<file path="config.mk">
export PLATFORM = sky130hd
export DESIGN_NAME = hcb_ram
export DESIGN_NICKNAME = d
export VERILOG_FILES = /design/src/hw/rtl/hcb_ram.sv
export SDC_FILE = /design/constraint.sdc
export NUM_CORES = 1
export LEC_CHECK = 0
export BUFFER_PORTS_ARGS = -buffer_cell sky130_fd_sc_hd__buf_2
export CAP_MARGIN = 10
export CELL_PAD_IN_SITES_DETAIL_PLACEMENT = 1
export CELL_PAD_IN_SITES_GLOBAL_PLACEMENT = 1
export CORE_MARGIN = 2
export CORE_UTILIZATION = 55
export CTS_BUF_LIST = sky130_fd_sc_hd__clkbuf_4 sky130_fd_sc_hd__clkbuf_8 sky130_fd_sc_hd__clkbuf_16
export CTS_CLUSTER_DIAMETER = 120
export CTS_CLUSTER_SIZE = 28
export DETAILED_ROUTE_END_ITERATION = 7
export PLACE_DENSITY_LB_ADDON = 0.3
export SLEW_MARGIN = 10
export SYNTH_ARGS = -nofsm -noshare
export SYNTH_HDL_FRONTEND = slang
export SYNTH_SLANG_ARGS = --single-unit
</file>
<file path="constraint.sdc">
create_clock -name clk -period 5.86 [get_ports clk]
set_input_delay 1.172 -clock clk [delete_from_list [all_inputs] [get_ports clk]]
set_output_delay 1.172 -clock clk [all_outputs]
set_load 0.02 [all_outputs]
</file>
<file path="src/hw/rtl/hcb_ram.sv">
// ----------------------------------------------------------------------------
// hcb_ram
// simple dual-port ram, one write and one registered read per cycle
// ----------------------------------------------------------------------------
`default_nettype none

module hcb_ram #(
  parameter int WIDTH = 8,
  parameter int DEPTH = 16
) (
  input  wire logic                     clk,
  input  wire logic                     we,
  input  wire logic [$clog2(DEPTH)-1:0] waddr,
  input  wire logic [WIDTH-1:0]         wdata,
  input  wire logic [$clog2(DEPTH)-1:0] raddr,
  output logic      [WIDTH-1:0]         rdata
);

  logic [WIDTH-1:0] mem [DEPTH];

  always_ff @(posedge clk) begin
    if (we) begin
      mem[waddr] <= wdata;
    end
    rdata <= mem[raddr];
  end

endmodule

`default_nettype wire

</file>
==> results.yml, run 1 <==
global_routing:
  grt_pass1_vias: 2578
  grt_overflow: 0
  grtUsageTotal: 0.2244
  grt_max_degree: 33
  antenna_found_initial: 0
  grt_pass1_wl_mm: 15.56
outcome:
  outcome: "finished clean"
routing:
  drt_iter0_drc: 166
  detail-route-antenna-nets: 0
  wl_mm: 10.42
  via_per_inst: 6.206
  vias: 2408
  wl_per_cell_um: 26.87
  drt_first_pass_iters: 5
  drc: 0
setup_path:
  critPathLaunchType: "input pin"
  rrSetupSlack_ns: 4.44
  reg2reg_from: "mem[10][6]"
  worstPathArrival_ns: 3.00
  cp_max_fo: 32
  cpMaxStageDelayCell: "buf_2"
  rr_endpoint: "rdata[6]"
  r2r_cells: 3
  crit_chain: "buf_2 > mux4_1 > a22oi_1 > nand2_1"
  cp-end-kind: "flip-flop"
  setup.worst_path.start: "raddr[0]"
  required_ns: 6.26
  crit_path_end: "rdata[2]"
  crit_type: "in2reg"
  cpPeakStageDelay_ns: 0.77
synthesis:
  syn-instance-count: 229
  syn_nets: 247
  synth.area.mux_share: 0.1502
  synth_common_cells: "edfxtp_1 (128), mux4_2 (18), a22oi_1 (16)"
  ys.flop_type: "edfxtp_1"
  ys_seq_area_frac: 0.7778
  synth_seq_cells: 136
  synthXorXnorAreaFrac: 0
  synth-async-reset-ratio: 0
  synth_area_leaders: "edfxtp_1 (75%), mux4_2 (7.9%), mux4_1 (7.1%)"
  synthSimpleGateAreaFrac: 0.03184
  yosysMostFrequentCell: "edfxtp_1"
  synth_compound_area_frac: 0.02333
  synth_cell_types: 19
  syn_area_per_cell_sq_um: 22.48
  synth_edf_count: 128
  synth_top_family_by_area: "multiplexers"
  synth_fa_ha_area_frac: 0
  synth_top_area_cell: "edfxtp_1"
  synth_warnings: 0
  yosysTopAreaCellShare: 0.7467
  syn_area_sq_um: 5147
final_layout:
  fillerInstances: 738
  antenna_cells: 0
  nNetsFinal: 282
  area_delta_synth_final_pct: 14.46
  drive_above_1_share: 0.2852
  final_cells: 388
placement:
  dp_hpwl_mm: 6.439
  portBuffers: 25
  numPlacedInstances: 356
  place_congestion: 0.7522
sta:
  finalSetupViolations: 0
  worst-slew-pin-transition_ns: 1.035
  maxSlewViolCount: 0
  fmax_mhz: 384.6
  slew_headroom: 0.3100
  grt_setup_unrepaired: "no"
  hold_viol: 0
  period_share: 0.4437
  skew_ns: 0.007583
  period_minus_slack_ns: 2.600
  setup_tns_ns: 0
clock_network:
  cts_buffers: 17
  cts_tree: "yes"
  clk_latency_ns: 0.51
  clock_sinks: 136
  hold_buffers: 0
  cts_buffer_depth: 2
  h-tree-depth: 4
  clk_pin_slew_worst_paths_ns: 0.06
  cts_resized: 0
  cts_root_buffer: "clkbuf_8"
  post_cts_buffers: 0
pwr:
  power_density_nw_per_um2: 367.4
  p_leak_nw: 1.957
  irDropWorstVdd_uv: 196.2
floorplanning:
  core_sq_um: 9153
  start_util: 0.5624
  die_width_um: 100.7
  die_area_sq_um: 10150
  fp.dieH_um: 100.7
  io_pins: 26
  rows: 35
worst_hold_path:
  min_path_type: "reg2reg"
run:
  cap_violations: 0
[where the power goes]
| group | leakage (nW) | switching (W) | total [W] | internal [W] |
|---|---|---|---|---|
| combinational | 0.479 | 0.0000645 | 0.000103 | 0.0000389 |
| sequential | 1.22 | 0.00000770 | 0.00110 | 0.00109 |
| clock | 0.254 | 0.000404 | 0.000966 | 0.000561 |
[state kept, by name, summed over array words and instances (netlist names)]
signal	count
rdata	8
mem	128
[cell usage in the layout, fill, tap and decap left out, drive strengths merged, types with 2 or more instances in the layout]
master,n
a22oi,16
clkinv,7
nand2b,2
buf,26
mux4,32
nor2,13
clkinvlp,5
edfxtp,128
nand3b,2
dfxtp,8
inv,2
clkbuf,17
nand2,9
nor3,4
[layout make-up]
cell class / count / area [sq um] / share of cell area
timing repair buffer: 26 / 132.6 / 0.02251
clock buffer: 17 / 414.1 / 0.07029
tap: 111 / 138.9 / 0.02357
clock inverter: 15 / 130.1 / 0.02209
sequential: 136 / 4004 / 0.6795
multi-input combinational: 83 / 1072 / 0.1820
[kinds of logic (layout without fill, tap and decap cells)]
group / Yosys count / count (layout)
buf+inv: 10 / 58
flops: 136 / 136
simple gates: 35 / 35
compound gates: 16 / 16
mux: 32 / 32
[metrics by stage]
step	util	setup WS, ns	total power (W)	hold WS (ns)	instance area, sq um
after detailed placement	0.5837	2.592	0.001219	0.6691	5343
after floorplan	-	3.195	0.001176	0.6293	5147
after CTS	0.6432	3.172	0.002172	0.6941	5887
final	0.6437	3.260	0.002165	0.6853	5892
after global routing	0.6437	3.094	0.002219	0.7201	5892
after global placement	0.5837	2.672	0.001214	0.6476	5343
[critical path: cells and delay by family]
family | cells | cell delay [ns]
buffers and inverters | 1 | 0.77
AOI/OAI and AO/OA | 1 | 0.28
muxes | 1 | 0.68
and+or+nand+nor | 1 | 0.08
[per-layer routing]
layer	routed length (um)	GRT usage	vias to the layer above
met5	0	0	-
met4	266	0.1075	0
met3	725	0.05964	20
met2	5069	0.3292	95
met1	4362	0.3175	1247
li1	-	-	1046
[worst min-delay path by stage]
stage,startpoint,endpoint,slack (ns),depth (start not counted)
floorplan,mem[7][0],rdata[0],0.63,3
global placement,mem[7][1],rdata[1],0.65,3
detailed placement,mem[14][2],rdata[2],0.67,3
CTS,mem[12][2],rdata[2],0.69,3
global route,mem[12][2],rdata[2],0.72,3
finish,mem[12][2],rdata[2],0.69,3
Note: power is estimated with default switching activity, not from simulation.
==> run 2, diff against run 1 <==
--- a/config.mk
+++ b/config.mk
@@ -10,7 +10,7 @@
 export CELL_PAD_IN_SITES_DETAIL_PLACEMENT = 1
 export CELL_PAD_IN_SITES_GLOBAL_PLACEMENT = 1
 export CORE_MARGIN = 2
-export CORE_UTILIZATION = 55
+export CORE_UTILIZATION = 53
 export CTS_BUF_LIST = sky130_fd_sc_hd__clkbuf_4 sky130_fd_sc_hd__clkbuf_8 sky130_fd_sc_hd__clkbuf_16
 export CTS_CLUSTER_DIAMETER = 120
 export CTS_CLUSTER_SIZE = 28
==> constraint.sdc (replaced) <==
create_clock -name clk -period 2.4 [get_ports clk]
set_input_delay 0.48 -clock clk [delete_from_list [all_inputs] [get_ports clk]]
set_output_delay 0.48 -clock clk [all_outputs]
set_load 0.02 [all_outputs]
==> run 2 against run 1 <==
  * Final area is 3.6% higher
  * Sequential power rose by 140%
  * Register-to-register slack worse by 3.6 ns
  * Via count grew 4.2%
  * Clock power increased to 2.7 times the previous value
  * Critical path type unchanged
  * Largest cell class unchanged
  * Highest routed layer unchanged
==> results.yml, run 2 (same netlist as run 1, synthesis figures left out) <==
routing:
  wl_mm: 11.24
  drc: 0
  vias: 2508
  wl_per_cell_um: 26.39
  drt_first_pass_iters: 4
  via_per_inst: 5.887
  drt_iter0_drc: 173
  detail-route-antenna-nets: 0
final_layout:
  final_common_cell: "edfxtp_1"
  fillerInstances: 769
  most-common-layout-cells: "edfxtp_1 (128), buf_2 (25), buf_4 (20)"
  multiInputGateArea_sq_um: 1057
  area_delta_synth_final_pct: 18.55
  reg_top3: "mem (128), rdata (8)"
  regArea_sq_um: 4004
  drive_above_1_share: 0.3165
  nNetsFinal: 302
  largest_reg_flops: 128
  regMostFlops: "mem"
  antenna_cells: 0
  post-route-util: 0.6542
  fin_area_sq_um: 6102
floorplanning:
  start_util: 0.5518
  core_sq_um: 9328
  die_area_sq_um: 10520
  rows: 35
  die_width_um: 102.6
  io_pins: 26
  fp.dieH_um: 102.6
clock_network:
  cts_tree: "yes"
  hold_buffers: 0
  clk_pin_slew_worst_paths_ns: 0.06
  h-tree-depth: 4
  cts_resized: 0
  cts_buffers: 17
  cts_root_buffer: "clkbuf_8"
  clk_latency_ns: 0.51
  cts_buffer_depth: 2
  post_cts_buffers: 0
  clock_sinks: 136
global_routing:
  grtUsageMet3: 0.06576
  busiest_layer: "met2"
  grt_use_met1: 0.3280
  grt_pass1_wl_mm: 16.91
  grtUsageTotal: 0.2385
  grt_pass1_vias: 2697
  met2_usage: 0.3635
  grt_max_degree: 33
  grt_overflow: 0
  antenna_found_initial: 0
worst_hold_path:
  min_path_type: "in2reg"
sta:
  period_minus_slack_ns: 1.635
  setup_tns_ns: 0
  maxSlewViolCount: 0
  grt_setup_unrepaired: "no"
  period_share: 0.6811
  finalSetupViolations: 0
  skew_ns: 0.007930
  worst-slew-pin-transition_ns: 0.5398
  slew_headroom: 0.6401
  fmax_mhz: 611.8
  hold_viol: 0
run:
  cap_violations: 0
setup_path:
  crit_chain: "buf_2 > buf_12 > mux4_1 > a22oi_1 > nand2_1"
  crit_type: "in2reg"
  cp_max_fo: 32
  critPathLaunchType: "input pin"
  worstPathArrival_ns: 2.01
  required_ns: 2.78
  cpMaxStageDelayCell: "mux4_1"
  cpPeakStageDelay_ns: 0.61
  cp-end-kind: "flip-flop"
pwr:
  p_leak_nw: 2.087
  power.total_w: 0.005510
  irDropWorstVdd_uv: 421.5
  power_density_nw_per_um2: 902.9
placement:
  place_congestion: 0.7318
  place_area_sq_um: 5518
  portBuffers: 25
  dp_hpwl_mm: 6.716
outcome:
  outcome: "finished clean"
[run 2: final timing paths]
path / to / slack, ns / from / cells past startpoint
hold reg to reg: rdata[2] / 0.68 / mem[11][2] / 3
setup / recovery: rdata[4] / 0.77 / raddr[0] / 5
hold / removal: mem[0][4] / 0.36 / wdata[4] / 1
setup reg to reg: rdata[4] / 0.84 / mem[9][4] / 3
[run 2: area by class of cell]
class / instances / share of cell area
Timing Repair Buffer: 46 / 0.04839
Tap cell: 129 / 0.02645
Clock buffer: 19 / 0.07033
Clock inverter: 13 / 0.02543
Multi-Input combinational cell: 83 / 0.1733
Sequential cell: 136 / 0.6561
[run 2: where the power goes]
| group | total [W] | switching, W | internal [W] |
|---|---|---|---|
| logic | 0.000268 | 0.000161 | 0.000107 |
| clock network | 0.00257 | 0.000971 | 0.00160 |
| registers | 0.00267 | 0.0000187 | 0.00266 |
[run 2: metrics by stage]
| step | setup slack (ns) | hold WS (ns) | instances |
|---|---|---|---|
| floorplan | 0.4271 | 0.5789 | 229 |
| global placement | 0.3253 | 0.6504 | 394 |
| detailed placement | 0.2840 | 0.6623 | 394 |
| CTS | 0.8129 | 0.3514 | 426 |
| global route | 0.7570 | 0.3474 | 426 |
| finish | 0.7654 | 0.3570 | 426 |
[run 2: worst max-delay path, delay by kind of cell]
| family | cells | cell delay, ns |
|---|---|---|
| buffers and inverters | 2 | 0.36 |
| multiplexers | 1 | 0.61 |
| AND/OR/NAND/NOR | 1 | 0.13 |
| AO/OA/AOI/OAI | 1 | 0.41 |
[run 2: per-layer routing]
layer	part of all wire	wire length (um)
met1	0.42	4774
met5	0	0
met2	0.49	5480
met3	0.060	673
met4	0.028	314
